--- config.mk ---
export PLATFORM = sky130hd
export DESIGN_NAME = rfid_serial_frame_parser_top
export DESIGN_NICKNAME = d
export VERILOG_FILES = /design/src/rtl/core/rfsp_pkg.sv /design/src/rtl/core/rfsp_cfg_regs.sv /design/src/rtl/core/rfsp_frame_core.sv /design/src/rtl/core/rfid_serial_frame_parser_top.sv
export SDC_FILE = /design/constraint.sdc
export NUM_CORES = 1
export LEC_CHECK = 0
export BUFFER_PORTS_ARGS = -buffer_cell sky130_fd_sc_hd__clkbuf_2
export CORE_MARGIN = 5
export CORE_UTILIZATION = 45
export DETAILED_ROUTE_END_ITERATION = 16
export PLACE_DENSITY = 0.66
export SYNTH_ARGS = -nofsm -noshare
export SYNTH_HDL_FRONTEND = slang
export SYNTH_SLANG_ARGS = --single-unit
--- constraint.sdc ---
create_clock -name aclk -period 2.9 [get_ports aclk]
set_input_delay 0.145 -clock aclk [delete_from_list [all_inputs] [get_ports aclk]]
set_output_delay 0.145 -clock aclk [all_outputs]
set_load 0.03 [all_outputs]
--- src/rtl/core/rfsp_pkg.sv ---
// ----------------------------------------------------------------------------
// rfsp_pkg
// Types, codes and the hex digit decoder shared by the tag frame parser.
// ----------------------------------------------------------------------------
package rfsp_pkg;

    localparam int TagBits   = 32;
    localparam int ByteBits  = 8;
    localparam int CountBits = 4;
    localparam int DigitBits = 4;

    typedef logic [TagBits-1:0]   tag_t;
    typedef logic [ByteBits-1:0]  byte_t;
    typedef logic [CountBits-1:0] count_t;
    typedef logic [DigitBits-1:0] digit_t;

    // Result status codes
    typedef logic [1:0] status_t;
    localparam status_t ST_NEW     = 2'd0;
    localparam status_t ST_REPEAT  = 2'd1;
    localparam status_t ST_BAD_END = 2'd2;

    // Configuration register indexes
    typedef logic [1:0] cfg_index_t;
    localparam cfg_index_t REG_START_MARKER = 2'd0;
    localparam cfg_index_t REG_END_MARKER   = 2'd1;
    localparam cfg_index_t REG_SKIP_BEFORE  = 2'd2;
    localparam cfg_index_t REG_SKIP_AFTER   = 2'd3;

    // Reset values
    localparam byte_t  START_MARKER_RST = 8'h02;
    localparam byte_t  END_MARKER_RST   = 8'h03;
    localparam count_t SKIP_BEFORE_RST  = 4'd2;
    localparam count_t SKIP_AFTER_RST   = 4'd2;
    localparam tag_t   TAG_ALL_ONES     = 32'hFFFF_FFFF;

    typedef struct packed {
        byte_t  start_marker;
        byte_t  end_marker;
        count_t skip_before;
        count_t skip_after;
    } cfg_t;

    typedef struct packed {
        logic    valid;
        status_t status;
        tag_t    tag;
    } result_t;

    typedef struct packed {
        logic   is_hex;
        digit_t value;
    } hex_digit_t;

    // Decode one ASCII hex character: 0-9, A-F, a-f
    function automatic hex_digit_t hex_decode(input byte_t c);
        hex_digit_t d;
        d.is_hex = 1'b0;
        d.value  = '0;
        if (c >= 8'h30 && c <= 8'h39) begin
            d.is_hex = 1'b1;
            d.value  = c[3:0];
        end else if ((c >= 8'h41 && c <= 8'h46) || (c >= 8'h61 && c <= 8'h66)) begin
            d.is_hex = 1'b1;
            d.value  = c[3:0] + 4'd9;
        end
        return d;
    endfunction

endpackage

--- src/rtl/core/rfsp_cfg_regs.sv ---
// ----------------------------------------------------------------------------
// rfsp_cfg_regs
// Configuration registers of the tag frame parser, written over a
// valid/ready channel that never stalls.
// ----------------------------------------------------------------------------
module rfsp_cfg_regs (
    input  logic                aclk,
    input  logic                aresetn,
    input  logic                cfg_valid,
    output logic                cfg_ready,
    input  rfsp_pkg::cfg_index_t cfg_index,
    input  rfsp_pkg::byte_t     cfg_data,
    output rfsp_pkg::cfg_t      cfg
);

    rfsp_pkg::cfg_t cfg_reg;
    rfsp_pkg::cfg_t cfg_next;

    assign cfg_ready = 1'b1;
    assign cfg       = cfg_reg;

    always_comb begin
        cfg_next = cfg_reg;
        if (cfg_valid) begin
            unique case (cfg_index)
                rfsp_pkg::REG_START_MARKER: cfg_next.start_marker = cfg_data;
                rfsp_pkg::REG_END_MARKER:   cfg_next.end_marker   = cfg_data;
                rfsp_pkg::REG_SKIP_BEFORE:  cfg_next.skip_before  = cfg_data[3:0];
                rfsp_pkg::REG_SKIP_AFTER:   cfg_next.skip_after   = cfg_data[3:0];
            endcase
        end
    end

    always_ff @(posedge aclk) begin
        if (!aresetn) begin
            cfg_reg.start_marker <= rfsp_pkg::START_MARKER_RST;
            cfg_reg.end_marker   <= rfsp_pkg::END_MARKER_RST;
            cfg_reg.skip_before  <= rfsp_pkg::SKIP_BEFORE_RST;
            cfg_reg.skip_after   <= rfsp_pkg::SKIP_AFTER_RST;
        end else begin
            cfg_reg <= cfg_next;
        end
    end

endmodule

--- src/rtl/core/rfsp_frame_core.sv ---
// ----------------------------------------------------------------------------
// rfsp_frame_core
// Frame state machine: start marker, leading skip, hex digit collection,
// trailing skip and end marker check. Advances one byte per step.
// ----------------------------------------------------------------------------
module rfsp_frame_core #(
    parameter int TAG_DIGITS = 8
) (
    input  logic              aclk,
    input  logic              aresetn,
    input  logic              step,
    input  rfsp_pkg::byte_t   rx_byte,
    input  rfsp_pkg::cfg_t    cfg,
    output rfsp_pkg::result_t result
);

    typedef enum logic [2:0] {
        PH_WAIT_START,
        PH_SKIP_BEFORE,
        PH_DIGITS,
        PH_SKIP_AFTER,
        PH_WAIT_END
    } phase_t;

    localparam int LenBits = rfsp_pkg::CountBits + 1;
    localparam logic [LenBits-1:0] DigitsLen = LenBits'(TAG_DIGITS);

    phase_t                phase_reg,    phase_next;
    rfsp_pkg::count_t      count_reg,    count_next;
    rfsp_pkg::tag_t        acc_reg,      acc_next;
    logic                  ovf_reg,      ovf_next;
    logic                  stopped_reg,  stopped_next;
    rfsp_pkg::tag_t        last_tag_reg, last_tag_next;

    rfsp_pkg::hex_digit_t  digit;
    logic [LenBits-1:0]    count_plus;
    rfsp_pkg::tag_t        frame_tag;

    assign digit      = rfsp_pkg::hex_decode(rx_byte);
    assign count_plus = {1'b0, count_reg} + LenBits'(1);
    assign frame_tag  = ovf_reg ? rfsp_pkg::TAG_ALL_ONES : acc_reg;

    always_comb begin
        phase_next    = phase_reg;
        count_next    = count_reg;
        acc_next      = acc_reg;
        ovf_next      = ovf_reg;
        stopped_next  = stopped_reg;
        last_tag_next = last_tag_reg;
        result        = '0;
        unique case (phase_reg)
            PH_SKIP_BEFORE: begin
                if (count_plus >= {1'b0, cfg.skip_before}) begin
                    count_next = '0;
                    phase_next = PH_DIGITS;
                end else begin
                    count_next = count_plus[rfsp_pkg::CountBits-1:0];
                end
            end
            PH_DIGITS: begin
                if (!stopped_reg) begin
                    if (!digit.is_hex) begin
                        stopped_next = 1'b1;
                    end else begin
                        // Flag any digits shifted off the top
                        if (acc_reg[rfsp_pkg::TagBits-1 -: rfsp_pkg::DigitBits] != '0) begin
                            ovf_next = 1'b1;
                        end
                        acc_next = {acc_reg[rfsp_pkg::TagBits-rfsp_pkg::DigitBits-1:0],
                                    digit.value};
                    end
                end
                if (count_plus >= DigitsLen) begin
                    count_next = '0;
                    phase_next = PH_SKIP_AFTER;
                end else begin
                    count_next = count_plus[rfsp_pkg::CountBits-1:0];
                end
            end
            PH_SKIP_AFTER: begin
                if (count_plus >= {1'b0, cfg.skip_after}) begin
                    count_next = '0;
                    phase_next = PH_WAIT_END;
                end else begin
                    count_next = count_plus[rfsp_pkg::CountBits-1:0];
                end
            end
            PH_WAIT_END: begin
                result.valid = 1'b1;
                if (rx_byte == cfg.end_marker) begin
                    result.tag    = frame_tag;
                    result.status = (frame_tag != last_tag_reg) ? rfsp_pkg::ST_NEW
                                                                : rfsp_pkg::ST_REPEAT;
                    last_tag_next = frame_tag;
                end else begin
                    result.status = rfsp_pkg::ST_BAD_END;
                end
                count_next = '0;
                phase_next = PH_WAIT_START;
            end
            default: begin
                // Waiting for start; unused codes land here too
                phase_next = PH_WAIT_START;
                if (rx_byte == cfg.start_marker) begin
                    count_next   = '0;
                    acc_next     = '0;
                    ovf_next     = 1'b0;
                    stopped_next = 1'b0;
                    phase_next   = PH_SKIP_BEFORE;
                end
            end
        endcase
    end

    always_ff @(posedge aclk) begin
        if (!aresetn) begin
            phase_reg    <= PH_WAIT_START;
            count_reg    <= '0;
            acc_reg      <= '0;
            ovf_reg      <= 1'b0;
            stopped_reg  <= 1'b0;
            last_tag_reg <= rfsp_pkg::TAG_ALL_ONES;
        end else if (step) begin
            phase_reg    <= phase_next;
            count_reg    <= count_next;
            acc_reg      <= acc_next;
            ovf_reg      <= ovf_next;
            stopped_reg  <= stopped_next;
            last_tag_reg <= last_tag_next;
        end
    end

endmodule

--- src/rtl/core/rfid_serial_frame_parser_top.sv ---
// ----------------------------------------------------------------------------
// rfid_serial_frame_parser_top
// Parses framed ASCII hex tag numbers from a serial tag reader byte stream.
// ----------------------------------------------------------------------------
//
//  Channel  Ports                          Direction  Carries
//  -------  -----------------------------  ---------  -------------------------
//  s_       s_valid s_ready s_rx_byte      in         one received byte
//  m_       m_valid m_ready m_frame_status out        frame result and tag
//           m_tag_value
//  cfg_     cfg_valid cfg_ready cfg_index  in         register index and data
//           cfg_data
//
//  One item per cycle sustained while results are accepted; an item passes an
//  input register, the frame state machine and a result register.
//  The frame state advances once per item.
//  Reset (aresetn low, synchronous) empties both registers, returns the
//  parser to waiting for a start marker and sets the last tag to all ones.
//  A stalled result holds only items that give a result; bytes inside a
//  frame keep flowing while the result register waits.
//  The configuration channel is always ready and takes effect on the next
//  item.
//
module rfid_serial_frame_parser_top #(
    parameter int TAG_DIGITS = 8
) (
    input  logic                  aclk,
    input  logic                  aresetn,

    input  logic                  s_valid,
    output logic                  s_ready,
    input  logic [7:0]            s_rx_byte,

    output logic                  m_valid,
    input  logic                  m_ready,
    output logic [1:0]            m_frame_status,
    output logic [31:0]           m_tag_value,

    input  logic                  cfg_valid,
    output logic                  cfg_ready,
    input  logic [1:0]            cfg_index,
    input  logic [7:0]            cfg_data
);

    // Input register
    logic                    in_valid_reg, in_valid_next;
    rfsp_pkg::byte_t         in_byte_reg,  in_byte_next;

    // Result register
    logic                    out_valid_reg,  out_valid_next;
    rfsp_pkg::status_t       out_status_reg, out_status_next;
    rfsp_pkg::tag_t          out_tag_reg,    out_tag_next;

    rfsp_pkg::cfg_t          cfg;
    rfsp_pkg::result_t       result;
    logic                    step;

    rfsp_cfg_regs u_cfg_regs (
        .aclk      (aclk),
        .aresetn   (aresetn),
        .cfg_valid (cfg_valid),
        .cfg_ready (cfg_ready),
        .cfg_index (cfg_index),
        .cfg_data  (cfg_data),
        .cfg       (cfg)
    );

    rfsp_frame_core #(
        .TAG_DIGITS (TAG_DIGITS)
    ) u_frame_core (
        .aclk    (aclk),
        .aresetn (aresetn),
        .step    (step),
        .rx_byte (in_byte_reg),
        .cfg     (cfg),
        .result  (result)
    );

    // Advance the held item unless it makes a result that has nowhere to go
    assign step    = in_valid_reg && (!result.valid || !out_valid_reg || m_ready);
    assign s_ready = !in_valid_reg || step;

    always_comb begin
        in_valid_next = in_valid_reg;
        in_byte_next  = in_byte_reg;
        if (s_valid && s_ready) begin
            in_valid_next = 1'b1;
            in_byte_next  = s_rx_byte;
        end else if (step) begin
            in_valid_next = 1'b0;
        end
    end

    always_comb begin
        out_valid_next  = out_valid_reg;
        out_status_next = out_status_reg;
        out_tag_next    = out_tag_reg;
        if (step && result.valid) begin
            out_valid_next  = 1'b1;
            out_status_next = result.status;
            out_tag_next    = result.tag;
        end else if (m_ready) begin
            out_valid_next = 1'b0;
        end
    end

    always_ff @(posedge aclk) begin
        if (!aresetn) begin
            in_valid_reg  <= 1'b0;
            out_valid_reg <= 1'b0;
        end else begin
            in_valid_reg  <= in_valid_next;
            out_valid_reg <= out_valid_next;
        end
    end

    // Payload holds need no reset
    always_ff @(posedge aclk) begin
        in_byte_reg    <= in_byte_next;
        out_status_reg <= out_status_next;
        out_tag_reg    <= out_tag_next;
    end

    assign m_valid        = out_valid_reg;
    assign m_frame_status = out_status_reg;
    assign m_tag_value    = out_tag_reg;

endmodule

**Word level (Yosys, flattened, before mapping)**

Cells that the tools add are included.

- Add/subtract/negate cells: 2
- Order comparisons: 9
- Equality and inequality tests: 16
- Multiplexer cells: 33
- Bitwise logic cells: 1
- Reduce and logical (&&, ||, !) cells: 31

Operator list:

| cell | number |
|---|---|
| two-way mux 32 bit | 5 |
| one-hot mux 32 bit (2 select lines) | 1 |
| two-way mux 35 bit | 1 |
| != test 32 bit | 1 |
| == test 8 bit | 2 |
| >= comparator 8 x 7 -> 1 bit (second input constant) | 2 |
| less-or-equal comparator 8 x 7 -> 1 bit (second input constant) | 2 |
| two-way mux 4 bit | 4 |
| one-hot mux 4 bit (4 select lines) | 1 |
| two-way mux 1 bit | 12 |
| one-hot mux 3 bit (4 select lines) | 1 |
| AND reduction 2 bit | 6 |
| >= comparator 5 x 4 -> 1 bit | 2 |
| two-way mux 5 bit | 2 |
| != test 2 x 1 -> 1 bit (second input constant) | 5 |
| two-way mux 3 bit | 3 |
| >= comparator 8 x 6 -> 1 bit (second input constant) | 1 |
| less-or-equal comparator 8 x 6 -> 1 bit (second input constant) | 1 |
| == test 3 x 2 -> 1 bit (second input constant) | 2 |
| logical AND 1 bit | 6 |
| AND reduction 3 bit | 2 |
| AND reduction 6 bit | 1 |
| nonzero test 2 bit | 3 |
| adder 4 x 1 -> 5 bit (second input constant) | 1 |
| other kinds (18) | 25 |

- Register bits after elaboration: 141
- Input bits: 23
- Word-level logic and storage cells: 108

**Logic depth before layout (Yosys ltp)**

- Depth after elaboration: 12
- Depth in mapped cells: 9
- Gate-level depth less buffers: 9

**Modules after synthesis**

Synthesis repeated with hierarchy kept, for this count alone.

- Cell total of the unflattened synthesis: 694
- Area, all modules: 6507.5 µm²

Modules (own cells, without submodules):

| module | instances | cells each | area an instance (µm²) | sequential area each (µm²) |
|---|---|---|---|---|
| rfsp_frame_core | 1 | 548 | 4200.3 | 1461.4 |
| rfid_serial_frame_parser_top | 1 | 54 | 1378.8 | 1301.2 |
| rfsp_cfg_regs | 1 | 92 | 928.4 | 480.5 |

**Worst setup path after synthesis**

No wires, ideal clock.

- Path kind: register to register
- Start point: reg u_frame_core.phase_reg[2]
- End point: reg out_status_reg[0] (netlist: m_frame_status[0]) (enable)
- Setup time: 425 ps
- Arrival time: 2394 ps
- Data required time: 2475 ps
- Setup slack: 81 ps
- Stages on the path, launching flop included: 5
- Period minus slack after synthesis: 2819 ps
- Path through: dfxtp_1 buf_2 or3b_1 buf_2 nor2_1

- Cells in the longest elaborated chain, start to end: 7

RTL lines:

| item | RTL line | RTL |
|---|---|---|
| start: declaration | rfsp_frame_core.sv:28 | `phase_t phase_reg, phase_next;` |
| start signal: assignment | rfsp_frame_core.sv:124 | `phase_reg <= phase_next;` |
| == test 3 bit (*) | rfsp_frame_core.sv:51 | `unique case (phase_reg)` |
| two-way mux 35 bit (*) | rfsp_frame_core.sv:51 |  |
| zero test 1 bit | rfid_serial_frame_parser_top.sv:80 | `assign step = in_valid_reg && (!result.valid \|\| !out_valid_reg \|\| m_ready);` |
| logical OR 1 bit (2 in series) | rfid_serial_frame_parser_top.sv:80 |  |
| logical AND 1 bit | rfid_serial_frame_parser_top.sv:80 |  |
| logical AND 1 bit (*) | rfid_serial_frame_parser_top.sv:98 | `if (step && result.valid) begin` |
| end signal: assignment | rfid_serial_frame_parser_top.sv:120 | `out_status_reg <= out_status_next;` |
| end: declaration | rfid_serial_frame_parser_top.sv:51 | `rfsp_pkg::status_t out_status_reg, out_status_next;` |

Mark *: on every way between the ends. The rest lies on a longest branch, timed or not.
A chain may end at the register's enable or synchronous reset.

**Final worst setup path**

- Start point: reg in_byte_reg[0]
- End point: reg u_frame_core.acc_reg[2]

- Cells in the longest elaborated chain, start to end: 8

RTL lines:

| item | RTL line | RTL |
|---|---|---|
| start: declaration | rfid_serial_frame_parser_top.sv:47 | `rfsp_pkg::byte_t in_byte_reg, in_byte_next;` |
| start signal: assignment | rfid_serial_frame_parser_top.sv:119 | `in_byte_reg <= in_byte_next;` |
| >= comparator 8 x 7 -> 1 bit or less-or-equal comparator 8 x 7 -> 1 bit (tied branches) | rfsp_pkg.sv:63 | `end else if ((c >= 8'h41 && c <= 8'h46) \|\| (c >= 8'h61 && c <= 8'h66)) begin` |
| logical AND 1 bit | rfsp_pkg.sv:63 |  |
| logical OR 1 bit | rfsp_pkg.sv:63 |  |
| two-way mux 5 bit | rfsp_pkg.sv:63 |  |
| two-way mux 5 bit | rfsp_pkg.sv:60 | `if (c >= 8'h30 && c <= 8'h39) begin` |
| two-way mux 32 bit | rfsp_frame_core.sv:62 | `if (!digit.is_hex) begin` |
| two-way mux 32 bit | rfsp_frame_core.sv:61 | `if (!stopped_reg) begin` |
| one-hot mux 32 bit (2 select lines) | rfsp_frame_core.sv:51 |  |
| end signal: assignment | rfsp_frame_core.sv:126 | `acc_reg <= acc_next;` |
| end: declaration | rfsp_frame_core.sv:30 | `rfsp_pkg::tag_t acc_reg, acc_next;` |

Parallel ways exist; a longest one is shown, timed or not. The select of a mux whose other input is x is not followed.

==> results by group <==
Drt
  – Post-DR wirelength/cell: 15.81 um
  – Vias post-DR: 4931
  – Number of vias per cell: 5.443
  – Routed Antenna Nets: 0
  – Initial DRC count: 358
  – Final WL: 14330 um
  – # DRC: 0
  – DR pass1 iterations: 5

Synth
  – Simple-Gate Fraction of Synth Area: 0.1678
  – Combinational family with the most area after synthesis: simple AND/OR/NAND/NOR gates
  – Fraction of synthesized cell area in xor and xnor cells: 0.05251
  – Unique masters post-synth: 53
  – Post-synth top area share: 0.3127
  – Cell Area, Synth: 0.006339 mm^2
  – Sequential area share after synthesis: 0.5116
  – Syn_area_per_cell: 9.797 um^2
  – Yosys top cell by area: dfxtp_1
  – Post-synthesis mux area share: 0.06948
  – Number of flops mapped to enable cells by yosys: 42
  – Mapped Cells: 647
  – Post-Syn Nets: 682
  – Fraction of registers with async set/reset: 0
  – Synth Warn #: 0
  – Synth Area in Compound Gates: 0.1374
  – Prevailing post-synth register cell: dfxtp_1
  – Largest cells by area after synthesis: dfxtp_1, edfxtp_1, a22o_1
  – Synth Area in Adders: 0.02369
  – Seq cells post-synth: 141

Clock network
  – Total clock sinks: 141
  – Clk_lat worst skew: 0.43 ns
  – CTS tree: done
  – CTS root buf: clkbuf_16
  – CTS Buf Count: 17
  – Max clock buf depth: 2
  – Post-CTS setup buffers: 0
  – Cts hold-fix bufs: 13
  – Reg clk slew, reported paths: 0.06 ns
  – H-tree levels: 4
  – PostCTS Resize Cnt: 0

Setup path
  – Arrival time of the worst setup path: 2.81 ns
  – CP endpoint kind: flop
  – Worst path cell trace: inv_1, ha_1, o21bai_1, a2111o_1, a21oi_2, mux2i_1, o21a_1, buf_4, a22o_1
  – Cell family with most CP delay: compound AO/OA/AOI/OAI gates
  – CP Class: reg2reg
  – Startpoint Class: flop
  – Crit-path slowest cell: a2111o_1
  – Worst Path Buf+Inv: 2
  – Crit path max fanout: 32
  – CP max stage delay: 0.52 ns
  – Worst EP required: 3.22 ns

GRT
  – GRT met1 Usage: 0.2176
  – Grt total ovfl: 0
  – Vias in the first global route: 4990
  – Initial antenna violation count: 0
  – First-pass GRT wire length: 24160 um
  – Met2 global-route usage: 0.3137
  – Grt met3 use: 0.04981
  – Global route hottest layer: met2
  – GRT Total Usage: 0.1831
  – Pin count of the biggest net entering global routing: 65

Final layout
  – Layout fillers: 1214
  – Fraction of layout cells with a size suffix above 1: 0.1763
  – Reg area: 0.003244 mm^2
  – Syn-to-layout area delta: 19.17%
  – Antenna cells: 0
  – Area of the multi-input gates: 0.002869 mm^2
  – Net count, final: 748

Status
  – Status: completed

Timing
  – Min setup slack post-route: 0.4164 ns
  – Tightest Pin Transition: 1.048 ns
  – Final setup viols: 0
  – Endpoints failing hold: 0
  – Fmax: 0.4026 GHz
  – RSZ-0062 raised after global routing: no
  – Slew Limit Fails: 0
  – Slew headroom: 0.2997
  – Setup TNS: 0 ns
  – Max Clock Skew: 0.008446 ns
  – Min cycle time layout: 2.484 ns
  – Final Cycle Share: 0.8564

Floorplan
  – Chip width: 128.7 um
  – Core Rows: 43
  – Number of I/O pins: 60
  – Full die area: 0.01656 mm^2
  – Initial Util: 0.4584
  – Area of the core: 0.01383 mm^2
  – Die H: 128.7 um

Pwr
  – Power Density: 595.2 mW/mm^2
  – Leakage power: 2.828 nW
  – Peak VDD IR: 0.0004011 V

Job
  – Max-Cap Viols: 0

Place
  – Place WS: 0.4389 ns
  – GPL Wtd Cong: 0.8024
  – Port buffer count: 58
  – Detailed placer's ending HPWL: 9772 um

Hold path
  – Min-delay worst type: in2reg
-- per-layer routing --
metal / part of all wire / vias up / routed length, um
met5: 0 / - / 0
met4: 0.022 / 0 / 310
met3: 0.044 / 32 / 636
met2: 0.50 / 110 / 7186
met1: 0.43 / 2356 / 6192
li1: - / 2433 / -
-- worst reg2reg max path, cell delays in order (launching register included) --
cell	delay, ns
edfxtp_1	0.50
inv_1	0.14
ha_1	0.19
o21bai_1	0.08
a2111o_1	0.52
a21oi_2	0.19
mux2i_1	0.09
o21a_1	0.19
buf_4	0.23
a22o_1	0.26
-- path summary, 6_finish.rpt --
check / from / slack (ns) / cells past startpoint / endpoint
setup reg to reg: in_byte_reg[0] / 0.42 / 9 / u_frame_core.acc_reg[2]
hold reg to reg: u_frame_core.count_reg[1] / 0.48 / 2 / u_frame_core.count_reg[1]
setup / recovery: in_byte_reg[0] / 0.42 / 9 / u_frame_core.acc_reg[2]
hold / removal: cfg_data[3] / 0.02 / 3 / u_cfg_regs.cfg[11]
-- stage by stage --
stage / power (mW) / util / cell area (um^2) / hold WS, ns / std cells
floorplan: 2.209 / - / 6339 / 0.2439 / 647
global placement: 2.252 / 0.4914 / 6795 / 0.3250 / 861
detailed placement: 2.259 / 0.4914 / 6795 / 0.3239 / 861
CTS: 4.538 / 0.5463 / 7553 / 0.005589 / 906
global route: 4.642 / 0.5463 / 7553 / 0.03868 / 906
finish: 4.496 / 0.5463 / 7553 / 0.01935 / 906
-- power by group --
part	switching (mW)	internal [mW]
logic	0.0878	0.0739
registers	0.0257	2.04
clock network	0.886	1.38
-- placed cells by master, fill, tap and decap left out, types with 3 or more instances in the layout --
cell type	n
mux2i_1	26
nor4b_1	3
a22o_1	47
mux2_2	16
or3b_1	3
nand2b_1	5
clkbuf_2	58
dlygate4sd3_1	13
dfxtp_1	98
nand2_1	80
xnor2_1	12
a21oi_1	21
nor4_1	21
buf_4	12
a31oi_1	6
nand3_1	12
xor2_1	26
ha_1	12
a211oi_1	3
clkbuf_16	20
inv_6	6
nor2_1	92
o21ai_1	34
inv_1	14
o21ai_0	5
edfxtp_1	42
-- cells by family (layout without fill, tap and decap cells) --
group / after synthesis / after routing
adder cells (fa/ha/maj): 12 / 12
flip-flops: 141 / 141
AO/OA/AOI/OAI: 127 / 127
other: 1 / 1
XOR/XNOR: 38 / 38
multiplexers: 42 / 42
buffers and inverters: 52 / 131
AND/OR/NAND/NOR: 234 / 234
-- cell usage after synthesis, types with 14 or more instances --
cell       n
dfxtp_1   99
nor2_1    93
nand2_1   80
a22o_1    47
edfxtp_1  42
o21ai_1   34
mux2i_1   26
xor2_1    26
a21oi_1   21
nor4_1    21
buf_2     16
mux2_2    16
clkbuf_1  15
inv_1     14
-- cell type report --
class | instances | share of cell area
Multi-Input combinational cell | 454 | 0.3798
Tap cell | 180 | 0.02982
Clock buffer | 21 | 0.06808
Clock inverter | 11 | 0.01507
Timing Repair Buffer | 84 | 0.07023
Inverter | 15 | 0.007454
Sequential cell | 141 | 0.4295
No activity file was read; power rests on OpenSTA's default activity.
